==> src/design/hbe_pkg.sv <==
// shared constants, types and sequencer states for the histogram bar and exposure block
// no dependencies
package hbe_pkg;

    localparam int COUNT_BITS   = 24;
    localparam int BIN_COUNT    = 256;
    localparam int BIN_W        = 8;
    localparam int HEIGHT_W     = 9;
    localparam int EXPO_W       = 8;
    localparam int QUO_W        = 11;
    localparam int CNT_W        = $clog2(QUO_W);
    localparam int UNIT_W       = COUNT_BITS + QUO_W;

    localparam int DARK_END     = 30;
    localparam int MED_LO       = 112;
    localparam int MED_END      = 142;
    localparam int BRIGHT_LO    = 226;
    localparam int LAST_BIN     = BIN_COUNT - 1;
    localparam int HEIGHT_MAX   = 256;
    localparam int EXPO_NEUTRAL = 100;
    localparam int BAR_SCALE    = 255;

    typedef enum logic [2:0] {
        ST_IDLE,
        ST_LOAD,
        ST_STEP,
        ST_STORE,
        ST_FINISH
    } state_t;

    typedef enum logic [1:0] {
        CH_RED,
        CH_GREEN,
        CH_BLUE,
        CH_EXPO
    } chan_t;

endpackage

==> src/design/histogram_bar_and_exposure.sv <==
// histogram bar heights and exposure meter, top level
// a new bin is taken only when the sequencer is idle, after the previous bin has finished;
// a shared 11-step restoring divider runs once per channel unless the peak count is zero,
//   and once more for exposure on the last bin unless the dark and bright sums are both zero
// reset: asynchronous active-low rst_n clears sequencer, region sums and output valid
// depends on hbe_pkg
module histogram_bar_and_exposure
(
    input  logic                          clk,
    input  logic                          rst_n,
    input  logic                          in_valid,
    output logic                          in_ready,
    input  logic [hbe_pkg::BIN_W-1:0]     bin_index,
    input  logic [hbe_pkg::COUNT_BITS-1:0] red_count,
    input  logic [hbe_pkg::COUNT_BITS-1:0] green_count,
    input  logic [hbe_pkg::COUNT_BITS-1:0] blue_count,
    input  logic [hbe_pkg::COUNT_BITS-1:0] peak_count,
    output logic                          out_valid,
    input  logic                          out_ready,
    output logic [hbe_pkg::BIN_W-1:0]     out_bin,
    output logic [hbe_pkg::HEIGHT_W-1:0]  red_height,
    output logic [hbe_pkg::HEIGHT_W-1:0]  green_height,
    output logic [hbe_pkg::HEIGHT_W-1:0]  blue_height,
    output logic                          peak_zero,
    output logic [hbe_pkg::COUNT_BITS-1:0] dark_total,
    output logic [hbe_pkg::COUNT_BITS-1:0] medium_total,
    output logic [hbe_pkg::COUNT_BITS-1:0] bright_total,
    output logic [hbe_pkg::EXPO_W-1:0]    exposure,
    output logic                          frame_done
);
    import hbe_pkg::*;

    state_t                  state_reg, state_next;
    chan_t                   ch_reg, ch_next, ch_adv;
    logic [CNT_W-1:0]        cnt_reg, cnt_next;
    logic [UNIT_W-1:0]       rem_reg, rem_next;
    logic [UNIT_W-1:0]       div_reg, div_next;
    logic [QUO_W-1:0]        quo_reg, quo_next;

    logic [BIN_W-1:0]        bin_reg, bin_next;
    logic [COUNT_BITS-1:0]   red_reg, red_next;
    logic [COUNT_BITS-1:0]   green_reg, green_next;
    logic [COUNT_BITS-1:0]   blue_reg, blue_next;
    logic [COUNT_BITS-1:0]   peak_reg, peak_next;
    logic                    last_reg, last_next;

    logic [COUNT_BITS-1:0]   dark_reg, dark_next;
    logic [COUNT_BITS-1:0]   medium_reg, medium_next;
    logic [COUNT_BITS-1:0]   bright_reg, bright_next;

    logic [HEIGHT_W-1:0]     red_h_reg, red_h_next;
    logic [HEIGHT_W-1:0]     green_h_reg, green_h_next;
    logic [HEIGHT_W-1:0]     blue_h_reg, blue_h_next;
    logic [EXPO_W-1:0]       expo_reg, expo_next;

    logic                    out_valid_reg, out_valid_next;
    logic [BIN_W-1:0]        out_bin_reg, out_bin_next;
    logic [HEIGHT_W-1:0]     out_red_reg, out_red_next;
    logic [HEIGHT_W-1:0]     out_green_reg, out_green_next;
    logic [HEIGHT_W-1:0]     out_blue_reg, out_blue_next;
    logic                    out_pz_reg, out_pz_next;
    logic [COUNT_BITS-1:0]   out_dark_reg, out_dark_next;
    logic [COUNT_BITS-1:0]   out_medium_reg, out_medium_next;
    logic [COUNT_BITS-1:0]   out_bright_reg, out_bright_next;
    logic [EXPO_W-1:0]       out_expo_reg, out_expo_next;
    logic                    out_done_reg, out_done_next;

    logic                    in_xfer;
    logic                    out_load;
    logic                    peak_is_zero;
    logic                    step_done;
    logic                    skip_expo;
    logic                    skip_height;

    logic                    in_dark, in_medium, in_bright;
    logic [COUNT_BITS-1:0]   add_base, add_sat;
    logic [COUNT_BITS:0]     add_full;

    logic [COUNT_BITS-1:0]   cnt_sel;
    logic [COUNT_BITS+7:0]   numer_height;
    logic                    expo_neg;
    logic [COUNT_BITS-1:0]   expo_max, expo_diff;
    logic [COUNT_BITS+6:0]   expo_num;
    logic                    div_ge;
    logic [HEIGHT_W-1:0]     height_sat;

    // handshake and control outputs
    always_comb
    begin
        in_ready = (state_reg == ST_IDLE);
        in_xfer  = in_valid && in_ready;
        out_load = (state_reg == ST_FINISH) && (!out_valid_reg || out_ready);
    end

    assign peak_is_zero = (peak_reg == '0);
    assign step_done    = (cnt_reg == CNT_W'(QUO_W - 1));
    assign skip_expo    = (ch_reg == CH_EXPO) && (expo_max == '0);
    assign skip_height  = (ch_reg != CH_EXPO) && peak_is_zero;
    assign ch_adv       = chan_t'(ch_reg + 2'd1);

    // region sums, one saturating adder
    always_comb
    begin
        in_dark   = (bin_index < BIN_W'(DARK_END));
        in_medium = (bin_index inside {[MED_LO:MED_END-1]});
        in_bright = (bin_index inside {[BRIGHT_LO:LAST_BIN]});
        if (in_dark)
        begin
            add_base = (bin_index == '0) ? '0 : dark_reg;
        end
        else if (in_medium)
        begin
            add_base = medium_reg;
        end
        else
        begin
            add_base = bright_reg;
        end
        add_full = {1'b0, add_base} + {1'b0, blue_count};
        add_sat  = add_full[COUNT_BITS] ? '1 : add_full[COUNT_BITS-1:0];
    end

    // dividend and divisor preparation
    always_comb
    begin
        case (ch_reg)
            CH_RED:   cnt_sel = red_reg;
            CH_GREEN: cnt_sel = green_reg;
            default:  cnt_sel = blue_reg;
        endcase
        numer_height = {cnt_sel, 8'b0} - {8'b0, cnt_sel};
        expo_neg  = (dark_reg > bright_reg);
        expo_max  = expo_neg ? dark_reg : bright_reg;
        expo_diff = expo_neg ? (dark_reg - bright_reg) : (bright_reg - dark_reg);
        expo_num  = {7'b0, expo_diff} * (COUNT_BITS+7)'(EXPO_NEUTRAL);
        div_ge    = (rem_reg >= div_reg);
        height_sat = (quo_reg > QUO_W'(HEIGHT_MAX)) ? HEIGHT_W'(HEIGHT_MAX)
                                                     : quo_reg[HEIGHT_W-1:0];
    end

    // next state
    always_comb
    begin
        state_next = state_reg;
        case (state_reg)
            ST_IDLE:
            begin
                if (in_valid)
                begin
                    state_next = ST_LOAD;
                end
            end
            ST_LOAD:
            begin
                if (skip_expo)
                begin
                    state_next = ST_FINISH;
                end
                else if (skip_height)
                begin
                    if (ch_reg == CH_BLUE && !last_reg)
                    begin
                        state_next = ST_FINISH;
                    end
                    else
                    begin
                        state_next = ST_LOAD;
                    end
                end
                else
                begin
                    state_next = ST_STEP;
                end
            end
            ST_STEP:
            begin
                if (step_done)
                begin
                    state_next = ST_STORE;
                end
            end
            ST_STORE:
            begin
                if (ch_reg == CH_EXPO || (ch_reg == CH_BLUE && !last_reg))
                begin
                    state_next = ST_FINISH;
                end
                else
                begin
                    state_next = ST_LOAD;
                end
            end
            ST_FINISH:
            begin
                if (!out_valid_reg || out_ready)
                begin
                    state_next = ST_IDLE;
                end
            end
            default:
            begin
                state_next = ST_IDLE;
            end
        endcase
    end

    // datapath
    always_comb
    begin
        ch_next      = ch_reg;
        cnt_next     = cnt_reg;
        rem_next     = rem_reg;
        div_next     = div_reg;
        quo_next     = quo_reg;
        bin_next     = bin_reg;
        red_next     = red_reg;
        green_next   = green_reg;
        blue_next    = blue_reg;
        peak_next    = peak_reg;
        last_next    = last_reg;
        dark_next    = dark_reg;
        medium_next  = medium_reg;
        bright_next  = bright_reg;
        red_h_next   = red_h_reg;
        green_h_next = green_h_reg;
        blue_h_next  = blue_h_reg;
        expo_next    = expo_reg;

        case (state_reg)
            ST_IDLE:
            begin
                if (in_xfer)
                begin
                    bin_next   = bin_index;
                    red_next   = red_count;
                    green_next = green_count;
                    blue_next  = blue_count;
                    peak_next  = peak_count;
                    last_next  = (bin_index == BIN_W'(LAST_BIN));
                    ch_next    = CH_RED;
                    expo_next  = EXPO_W'(EXPO_NEUTRAL);
                    if (bin_index == '0)
                    begin
                        medium_next = '0;
                        bright_next = '0;
                    end
                    if (in_dark)
                    begin
                        dark_next = add_sat;
                    end
                    else if (in_medium)
                    begin
                        medium_next = add_sat;
                    end
                    else if (in_bright)
                    begin
                        bright_next = add_sat;
                    end
                end
            end
            ST_LOAD:
            begin
                cnt_next = '0;
                quo_next = '0;
                if (skip_expo)
                begin
                    expo_next = EXPO_W'(EXPO_NEUTRAL);
                end
                else if (skip_height)
                begin
                    case (ch_reg)
                        CH_RED:   red_h_next   = '0;
                        CH_GREEN: green_h_next = '0;
                        default:  blue_h_next  = '0;
                    endcase
                    ch_next = ch_adv;
                end
                else if (ch_reg == CH_EXPO)
                begin
                    rem_next = UNIT_W'(expo_num);
                    div_next = UNIT_W'({expo_max, {(QUO_W-1){1'b0}}});
                end
                else
                begin
                    rem_next = UNIT_W'(numer_height);
                    div_next = UNIT_W'({peak_reg, {(QUO_W-1){1'b0}}});
                end
            end
            ST_STEP:
            begin
                rem_next = div_ge ? (rem_reg - div_reg) : rem_reg;
                div_next = div_reg >> 1;
                quo_next = {quo_reg[QUO_W-2:0], div_ge};
                cnt_next = cnt_reg + CNT_W'(1);
            end
            ST_STORE:
            begin
                case (ch_reg)
                    CH_RED:   red_h_next   = height_sat;
                    CH_GREEN: green_h_next = height_sat;
                    CH_BLUE:  blue_h_next  = height_sat;
                    default:
                    begin
                        expo_next = expo_neg
                            ? EXPO_W'(EXPO_NEUTRAL) - quo_reg[EXPO_W-1:0]
                            : EXPO_W'(EXPO_NEUTRAL) + quo_reg[EXPO_W-1:0];
                    end
                endcase
                ch_next = ch_adv;
            end
            default:
            begin
            end
        endcase
    end

    // result register
    always_comb
    begin
        out_valid_next  = out_valid_reg && !out_ready;
        out_bin_next    = out_bin_reg;
        out_red_next    = out_red_reg;
        out_green_next  = out_green_reg;
        out_blue_next   = out_blue_reg;
        out_pz_next     = out_pz_reg;
        out_dark_next   = out_dark_reg;
        out_medium_next = out_medium_reg;
        out_bright_next = out_bright_reg;
        out_expo_next   = out_expo_reg;
        out_done_next   = out_done_reg;
        if (out_load)
        begin
            out_valid_next  = 1'b1;
            out_bin_next    = bin_reg;
            out_red_next    = red_h_reg;
            out_green_next  = green_h_reg;
            out_blue_next   = blue_h_reg;
            out_pz_next     = peak_is_zero;
            out_dark_next   = last_reg ? dark_reg : '0;
            out_medium_next = last_reg ? medium_reg : '0;
            out_bright_next = last_reg ? bright_reg : '0;
            out_expo_next   = last_reg ? expo_reg : '0;
            out_done_next   = last_reg;
        end
    end

    always_ff @(posedge clk or negedge rst_n)
    begin
        if (!rst_n)
        begin
            state_reg     <= ST_IDLE;
            ch_reg        <= CH_RED;
            cnt_reg       <= '0;
            dark_reg      <= '0;
            medium_reg    <= '0;
            bright_reg    <= '0;
            out_valid_reg <= 1'b0;
        end
        else
        begin
            state_reg     <= state_next;
            ch_reg        <= ch_next;
            cnt_reg       <= cnt_next;
            dark_reg      <= dark_next;
            medium_reg    <= medium_next;
            bright_reg    <= bright_next;
            out_valid_reg <= out_valid_next;
        end
    end

    always_ff @(posedge clk)
    begin
        rem_reg        <= rem_next;
        div_reg        <= div_next;
        quo_reg        <= quo_next;
        bin_reg        <= bin_next;
        red_reg        <= red_next;
        green_reg      <= green_next;
        blue_reg       <= blue_next;
        peak_reg       <= peak_next;
        last_reg       <= last_next;
        red_h_reg      <= red_h_next;
        green_h_reg    <= green_h_next;
        blue_h_reg     <= blue_h_next;
        expo_reg       <= expo_next;
        out_bin_reg    <= out_bin_next;
        out_red_reg    <= out_red_next;
        out_green_reg  <= out_green_next;
        out_blue_reg   <= out_blue_next;
        out_pz_reg     <= out_pz_next;
        out_dark_reg   <= out_dark_next;
        out_medium_reg <= out_medium_next;
        out_bright_reg <= out_bright_next;
        out_expo_reg   <= out_expo_next;
        out_done_reg   <= out_done_next;
    end

    assign out_valid    = out_valid_reg;
    assign out_bin      = out_bin_reg;
    assign red_height   = out_red_reg;
    assign green_height = out_green_reg;
    assign blue_height  = out_blue_reg;
    assign peak_zero    = out_pz_reg;
    assign dark_total   = out_dark_reg;
    assign medium_total = out_medium_reg;
    assign bright_total = out_bright_reg;
    assign exposure     = out_expo_reg;
    assign frame_done   = out_done_reg;

`ifndef NO_ASSERTIONS
    a_step_bound : assert property (@(posedge clk) disable iff (!rst_n)
        (state_reg == ST_STEP) |-> (cnt_reg <= CNT_W'(QUO_W - 1)))
        else $error("divider step count overran");

    a_busy_after_xfer : assert property (@(posedge clk) disable iff (!rst_n)
        in_xfer |=> !in_ready)
        else $error("input taken again before the bin finished");

    a_height_range : assert property (@(posedge clk) disable iff (!rst_n)
        out_valid |-> (red_height <= HEIGHT_W'(HEIGHT_MAX))
                   && (green_height <= HEIGHT_W'(HEIGHT_MAX))
                   && (blue_height <= HEIGHT_W'(HEIGHT_MAX)))
        else $error("bar height above saturation");

    a_zero_peak : assert property (@(posedge clk) disable iff (!rst_n)
        (out_valid && peak_zero) |-> (red_height == '0) && (green_height == '0)
                                  && (blue_height == '0))
        else $error("nonzero height with zero peak");

    a_not_last : assert property (@(posedge clk) disable iff (!rst_n)
        (out_valid && !frame_done) |-> (exposure == '0) && (dark_total == '0)
                                    && (medium_total == '0) && (bright_total == '0))
        else $error("totals reported before the last bin");

    a_expo_range : assert property (@(posedge clk) disable iff (!rst_n)
        (out_valid && frame_done) |-> (exposure <= EXPO_W'(2 * EXPO_NEUTRAL)))
        else $error("exposure out of range");
`endif

endmodule
==> config.mk <==
export PLATFORM = sky130hd
export DESIGN_NAME = histogram_bar_and_exposure
export DESIGN_NICKNAME = d
export VERILOG_FILES = /design/src/design/hbe_pkg.sv /design/src/design/histogram_bar_and_exposure.sv
export SDC_FILE = /design/constraint.sdc
export NUM_CORES = 1
export LEC_CHECK = 0
export BUFFER_PORTS_ARGS = -buffer_cell sky130_fd_sc_hd__buf_2
export CAP_MARGIN = 15
export CORE_MARGIN = 5
export CORE_UTILIZATION = 40
export DETAILED_ROUTE_END_ITERATION = 16
export PLACE_DENSITY = 0.58
export SYNTH_ARGS = -nofsm -noshare
export SYNTH_HDL_FRONTEND = slang
export SYNTH_SLANG_ARGS = --single-unit
==> constraint.sdc <==
create_clock -name clk -period 8.5 [get_ports clk]
set_input_delay 1.275 -clock clk [delete_from_list [all_inputs] [get_ports clk]]
set_output_delay 1.275 -clock clk [all_outputs]
set_load 0.01 [all_outputs]
Word level (Yosys, flattened, before mapping):

Cells that the tools add are included.

* flip-flop bits (word level): 420
* bits of input ports: 108
* output and inout bits: 119

* add/sub/neg operators: 9
* multiply operators: 1
* order comparisons: 8
* equality and inequality tests: 26
* muxes and demuxes: 59
* reduce and logical (&&, ||, !) cells: 33

Operators with widths (count)
* 24-bit two-way mux: 13
* 35-bit two-way mux: 5
* 35-bit case mux with 2 select lines: 2
* 9-bit two-way mux: 13
* 9-bit case mux with 2 select lines: 3
* 24-bit logical NOT: 2
* 24-bit case mux with 2 select lines: 1
* 24-bit subtractor: 2
* 35-bit >= comparator: 1
* 35-bit subtractor: 1
* 34-bit two-way mux: 1
* 32-bit two-way mux: 1
* 8-bit two-way mux: 4
* 32-bit by 24-bit subtractor with 32-bit output: 1
* 2-bit != test (second input constant): 15
* 24-bit by 5-bit multiplier with 29-bit output (second input constant): 1
* 24-bit by 24-bit adder with 25-bit output: 1
* 24-bit > comparator: 1
* 8-bit case mux with 3 select lines: 1
* 11-bit case mux with 2 select lines: 1
* 3-bit two-way mux: 7
* 8-bit <= comparator (second input constant): 2
* 3-bit case mux with 5 select lines: 1
* 5-bit AND reduction: 3
* other kinds (33): 53

Longest topological paths before layout:

Gate-level depths: netlist of run 1.

* word-level depth: 9
* mapped depth: 31
* gate-level depth less buffers: 28

Least setup slack after synthesis of run 1:

No wires, ideal clock.

* path kind: input to register
* start: input port out_ready
* end: register out_blue_reg[0], in the netlist blue_height[0] (enable)
* arrival time: 6197 ps
* data required time: 7906 ps
* slack: 1709 ps
* stages: 2
* buffers on the path: 0
* cell sequence: nor2b_1 > nor2_1

* cells in the longest elaborated chain, start to end: 2

Ends and longest elaborated chain
* start: declaration: RTL line histogram_bar_and_exposure.sv:19 `input logic out_ready,`
* 1-bit logical OR: RTL line histogram_bar_and_exposure.sv:92 `out_load = (state_reg == ST_FINISH) && (!out_valid_reg || out_ready);`
* 1-bit logical AND: RTL line histogram_bar_and_exposure.sv:92
* net out_load: RTL line histogram_bar_and_exposure.sv:69 `logic out_load;`
* end signal: assignment: RTL line histogram_bar_and_exposure.sv:389 `out_blue_reg <= out_blue_next;`
* end: declaration: RTL line histogram_bar_and_exposure.sv:60 `logic [HEIGHT_W-1:0] out_blue_reg, out_blue_next;`

The timed path passes the listed nets, and every way through them passes these cells.
A chain may end at the register's enable or synchronous reset.

Worst setup path after layout of run 1:

* start: register dark_reg[9]
* end: register rem_reg[29] (data pin)

* cells in the longest elaborated chain, start to end: 7
* elaborated cells between the ends (all ways): 9
* classes of those cells: 2 x add/sub; 1 x mul; 1 x order compare; 5 x mux

Ends and longest elaborated chain
* start: declaration: RTL line histogram_bar_and_exposure.sv:47 `logic [COUNT_BITS-1:0] dark_reg, dark_next;`
* start signal: assignment: RTL line histogram_bar_and_exposure.sv:364 `dark_reg <= dark_next;`
* 24-bit subtractor / 24-bit > comparator (equally long branches): RTL line histogram_bar_and_exposure.sv:134, histogram_bar_and_exposure.sv:132
* 24-bit two-way mux (*): RTL line histogram_bar_and_exposure.sv:134 `expo_diff = expo_neg ? (dark_reg - bright_reg) : (bright_reg - dark_reg);`
* 24-bit by 5-bit multiplier with 29-bit output (*): RTL line histogram_bar_and_exposure.sv:135 `expo_num = {7'b0, expo_diff} * (COUNT_BITS+7)'(EXPO_NEUTRAL);`
* 32-bit two-way mux (*): RTL line histogram_bar_and_exposure.sv:278 `else if (ch_reg == CH_EXPO)`
* 35-bit two-way mux (*): RTL line histogram_bar_and_exposure.sv:269 `else if (skip_height)`
* 35-bit two-way mux (*): RTL line histogram_bar_and_exposure.sv:265 `if (skip_expo)`
* 35-bit case mux with 2 select lines (*): RTL line histogram_bar_and_exposure.sv:229 `case (state_reg)`
* net rem_next[29]: RTL line histogram_bar_and_exposure.sv:36 `logic [UNIT_W-1:0] rem_reg, rem_next;`
* end signal: assignment: RTL line histogram_bar_and_exposure.sv:373 `rem_reg <= rem_next;`
* end: declaration: RTL line histogram_bar_and_exposure.sv:36

Mark *: on every way through the listed nets, which the timed path passes. The rest lies on a longest branch. The select of a mux whose other input is x is not followed.

==> run metrics, run 1 <==
Clock Tree Root=clkbuf_16; CP startpoint=dark_reg[9]; critical path endpoint=rem_reg[29]; clk_lat worst skew=0.59 ns; IO Pins=227; Site Rows=93; FMAX=129 MHz; nets=3045; Critical R2R Launch=dark_reg[9]; setup TNS=0 ns; worst reg2reg path depth=26; Slew Limit Fails=0; kind of critical path=flop to flop; syn avg cell area=10.4 um^2; DRC viols=0; Netlist cell types=84; total inserted antenna cells=0; Syn-to-layout area delta=14.8%; register bit count reported by yosys=419; die width=265 um; Tcrit/Tclk final=0.911; Worst-Margin Slew=1.17 ns; Post-synth EDFFs=337; FILL cells=6024; drt pass-1 iters=5; flop2flop setup slack=0.76 ns; Worst R2R End=rem_reg[29]; Critical Path AT=8.06 ns; crit path max fanout=9; Max Cap Violations=0; time the worst path needs with I/O delays and setup=7.74 ns; Synth top area share=0.391; largest net degree at the start of global routing=85; area of the mapped netlist=25900 um^2; final wirelength=81400 um; core area=64300 um^2; clock slew at reported path FFs=0.06 ns; Worst setup SP type=flop; worst hold path type=flop to flop; Routed WL per cell=22.6 um; Worst Path Required=8.82 ns; first-pass GRT wire length=122000 um; Synth Instances=2497; sequential area share after synthesis=0.470; DIE HEIGHT=265 um; Slew HR=0.217; All-Layer GR Usage=0.223; Crit. End Element=flop; htree depth=2; number of port buffers=226; CTS tree=built; Clock Tree Buf Depth=3; Final Hold Viols=0; max reg flops=35; 1st-iter DRT viols=1586; Initial Util=0.403; Ys Warns=0; clock sinks=419; Vias=20400; initial antenna violation count=3; # hold bufs at CTS=0; fraction of registers with async set/reset=0.196; Final Wtd Congestion=0.895; hold_ws=0.415 ns; unrepaired setup endpoints after global routing=false; layout cell share with drive strength beyond 1=0.142; status=finished clean; Setup Skew=0.0310 ns; Detailed Place HPWL=63800 um; GR Overflow Total=0; via/cell ratio=5.67; post-CTS setup buffer count=0; Syn Nets=2835; Area contributors post-synth=edfxtp_1, ha_1, dfrtp_1; Post-synth top flop=edfxtp_1; vias in the first global route=20100; total CTS buffers=48; Post-DRT Antenna Nets=0; Final Setup Violations=0; CTS resizes=0; die area=70000 um^2; cell taking the most area after synthesis=edfxtp_1
-- worst max-delay path, stage by stage, from the launching register on --
cell and delay, ns:
dfrtp_1 0.46, inv_1 0.11, ha_1 0.44, a21oi_1 0.38
o21ai_0 0.15, a21oi_1 0.25, and2b_1 0.30, o21ai_4 0.17
mux2i_1 0.51, a32oi_1 0.28, o31ai_1 0.43, xor2_1 0.31
ha_1 0.29, ha_1 0.28, inv_1 0.05, fa_1 0.53
inv_1 0.04, ha_1 0.37, a21o_1 0.21, a31o_2 0.24
nor4_1 0.48, nor3_1 0.18, o211ai_1 0.27, nand2_1 0.15
a311oi_1 0.33, xor2_1 0.18, a211oi_1 0.08
-- layout make-up --
| type | instances | area, um^2 | share of cell area |
|---|---|---|---|
| multi-input combinational | 1759 | 12600 | 0.423 |
| inverter | 223 | 837 | 0.0281 |
| clock inverter | 37 | 458 | 0.0154 |
| sequential | 419 | 12200 | 0.409 |
| clock buffer | 53 | 1270 | 0.0428 |
| timing repair buffer | 256 | 1360 | 0.0458 |
| tap | 855 | 1070 | 0.0360 |
-- metrics by stage --
| step | instance area (um^2) | setup WS (ns) | utilization | instances |
|---|---|---|---|---|
| floorplan | 25900 | 1.71 | - | 2497 |
| global placement | 28000 | 0.872 | 0.435 | 3512 |
| detailed placement | 28000 | 0.662 | 0.435 | 3512 |
| CTS | 29700 | 0.622 | 0.462 | 3602 |
| global route | 29800 | 0.123 | 0.462 | 3602 |
| finish | 29800 | 0.760 | 0.462 | 3602 |
-- kinds of logic after synthesis --
group / count (synthesis) / share of synthesized area
AO/OA/AOI/OAI: 671 / 0.173
buffers and inverters: 319 / 0.0471
adder cells (fa/ha/maj): 230 / 0.117
flip-flops: 419 / 0.470
multiplexers: 68 / 0.0274
AND/OR/NAND/NOR: 665 / 0.123
XOR/XNOR: 125 / 0.0422
-- how the worst min path moves through the flow --
stage	start	endpoint	slack [ns]	cells after the start
2_1_floorplan	blue_h_reg[0]	blue_height[0]	0.40	0
3_3_place_gp	bin_reg[0]	out_bin[0]	0.40	0
3_5_place_dp	blue_h_reg[0]	blue_height[0]	0.40	0
4_1_cts	blue_h_reg[8]	blue_height[8]	0.41	0
5_1_grt	green_h_reg[8]	green_height[8]	0.42	0
6_report	blue_h_reg[8]	blue_height[8]	0.42	0
-- placed cells by master (no fill, tap or decap), types with 30 or more instances in the layout --
master / Yosys / final
ha_1: 208 / 207
nor2_1: 173 / 172
o21ai_0: 140 / 140
a21o_1: 46 / 46
xnor2_1: 77 / 77
nand2_1: 199 / 198
mux2i_1: 45 / 45
inv_1: 221 / 221
clkbuf_16: 0 / 50
a21oi_1: 149 / 149
nor3_1: 43 / 42
xor2_1: 48 / 48
buf_2: 12 / 225
buf_4: 0 / 30
and2_1: 66 / 65
a22o_1: 64 / 64
dfrtp_1: 82 / 82
nor4_1: 30 / 30
o211ai_1: 69 / 69
edfxtp_1: 337 / 337
nand3_1: 39 / 39
-- layer usage --
metal | track usage | wire, um | vias to the layer above
met5 | 0 | 17 | -
met4 | 0.0924 | 3880 | 2
met3 | 0.0392 | 5520 | 136
met2 | 0.346 | 36100 | 737
met1 | 0.311 | 35900 | 9982
li1 | - | - | 9564
-- cell usage after synthesis, drive strengths merged (19+ instances only) --
cell,number
a22o,64
fa,22
buf,28
inv,223
nor2b,22
dfrtp,82
mux2,23
o211ai,69
ha,208
a21o,46
nor2,174
clkbuf,68
a21oi,151
nand2,199
and2,67
mux2i,45
nand3,39
o21ai,156
o21a,19
xnor2,77
edfxtp,337
nor3,43
xor2,48
nor4,30
Power of run 1 is not shown: default switching activity piles up to over one toggle a cycle in this logic, so the estimate is an artifact.
==> run 2, diff against run 1 <==
PLACE_DENSITY = 0.6   (was 0.58)
clock period = 7.1 ns   (was 8.5 ns; I/O delays follow)
==> run 2 against run 1 <==
Count of clock-buffer cells in the layout rose by 11. Final cell count is 1.7% higher. Clock skew grew 0.0083 ns. Critical path type unchanged.
==> run metrics, run 2 (synthesis gave the netlist of run 1 again) <==
total CTS buffers=47 (was 48); All-Layer GR Usage=0.223 (about the same); Max Cap Violations=0 (unchanged); via/cell ratio=5.64 (was 5.67); die area=70000 um^2 (unchanged); Final Setup Violations=0 (unchanged); time the worst path needs with I/O delays and setup=6.82 ns (was 7.74 ns); Tcrit/Tclk final=0.960 (was 0.911); Routed WL per cell=22.4 um (was 22.6 um); placed cell areas=28500 um^2 (was 28000 um^2); Post-DRT Antenna Nets=0 (unchanged); DRC viols=0 (unchanged); Vias=20700 (was 20400); Detailed Place HPWL=63900 um (was 63800 um); first-pass GRT wire length=123000 um (was 122000 um); max reg flops=35 (unchanged); vias in the first global route=20300 (was 20100); htree depth=2 (unchanged); Clock Tree Root=clkbuf_16 (unchanged); DIE HEIGHT=265 um (unchanged); Crit path largest cell delay=0.53 ns (about the same); Final Wtd Congestion=0.973 (was 0.895); nets=3109 (was 3045); worst hold path type=flop to flop (unchanged); Worst Path Required=7.53 ns (was 8.82 ns); Critical Path AT=7.24 ns (was 8.06 ns); clock sinks=419 (unchanged); die width=265 um (unchanged); FMAX=147 MHz (was 129 MHz); design area=30300 um^2 (was 29800 um^2); setup TNS=0 ns (unchanged); 1st-iter DRT viols=1729 (was 1586); Crit. End Element=flop (unchanged); clock slew at reported path FFs=0.06 ns (about the same); Site Rows=93 (unchanged); most frequent cells in the layout=edfxtp_1, buf_2, inv_1 (unchanged); slowest stage cell, crit path=fa_1 (unchanged); final wirelength=82000 um (was 81400 um); Final Hold Viols=0 (unchanged); number of port buffers=226 (unchanged); GR Overflow Total=0 (unchanged); Initial Util=0.403 (unchanged); total inserted antenna cells=0 (unchanged); kind of critical path=flop to flop (unchanged); Worst setup SP type=flop (unchanged); layout cell share with drive strength beyond 1=0.168 (was 0.142); drt pass-1 iters=5 (unchanged); clk_lat worst skew=0.60 ns (was 0.59 ns); CTS tree=built (unchanged); most common cell after layout, fill and taps aside=edfxtp_1 (unchanged); Slew HR=0.278 (was 0.217); Setup Skew=0.0393 ns (was 0.0310 ns); Worst-Margin Slew=1.08 ns (was 1.17 ns); core area=64300 um^2 (unchanged); largest net degree at the start of global routing=118 (was 85); initial antenna violation count=0 (was 3); Clock Tree Buf Depth=3 (unchanged); Slew Limit Fails=0 (unchanged); status=finished clean (unchanged); IO Pins=227 (unchanged); # hold bufs at CTS=0 (unchanged); crit path max fanout=6 (was 9); Syn-to-layout area delta=16.9% (was 14.8%)
## run 2: cell types whose count changed in the layout (fill, tap and decap cells not counted), sizes merged
cell	delta
buf	+65
inv	+5
clkbuf	+11
bufinv	-4
clkinv	-11
clkinvlp	-3
## run 2: per-layer routing
metal,part of all wire,global-route usage
met1,0.45,0.315
met2,0.45,0.350
met3,0.062,0.0372
met4,0.042,0.0817
met5,0,0
## run 2: layout make-up
cell class                      instances  area [um^2]
Tap cell                              855         1070
Multi-Input combinational cell       1759        12700
Clock buffer                           64         1310
Timing Repair Buffer                  321         1870
Clock inverter                         24          318
Fill cell                            6084        34100
Sequential cell                       419        12200
Inverter                              223          837
## run 2: repair_timing
item | CTS | global route
pin swaps | 0 | 13
endpoints found under the hold margin | 0 | 0
setup buffers | 0 | 9
setup endpoints to repair | 1 | 10
resized for setup | 1 | 30
## run 2: metrics by stage
step	std cells	util	hold WS (ns)	setup WS, ns
after floorplan	2497	-	0.400	0.421
after global placement	3568	0.442	0.401	0.138
after detailed placement	3568	0.442	0.405	0.0168
after CTS	3656	0.468	0.416	0.0456
after global routing	3665	0.471	0.426	-0.0514
final	3665	0.471	0.415	0.284
## run 2: critical path: cells and delay by family, from the launching register on
kind,cells,cell delay (ns)
adders and majority gates,5,1.69
xor gates and xnor gates,2,0.57
buffers and inverters,6,0.63
and+or+nand+nor,2,0.34
DFF,1,0.47
muxes,1,0.32
AOI/OAI and AO/OA,12,2.61
## run 2: final timing paths
kind	start	end	slack, ns	depth (start not counted)
worst max-delay path	dark_reg[9]	rem_reg[19]	0.28	28
worst min register to register	blue_h_reg[2]	blue_height[2]	0.42	0
max in group asynchronous	rst_n	cnt_reg[3]	5.54	2
worst max register to register	dark_reg[9]	rem_reg[19]	0.28	28
worst min-delay path	blue_h_reg[2]	blue_height[2]	0.42	0
min in group asynchronous	rst_n	medium_reg[11]	0.44	1
Power of run 2 is left out for the same reason.
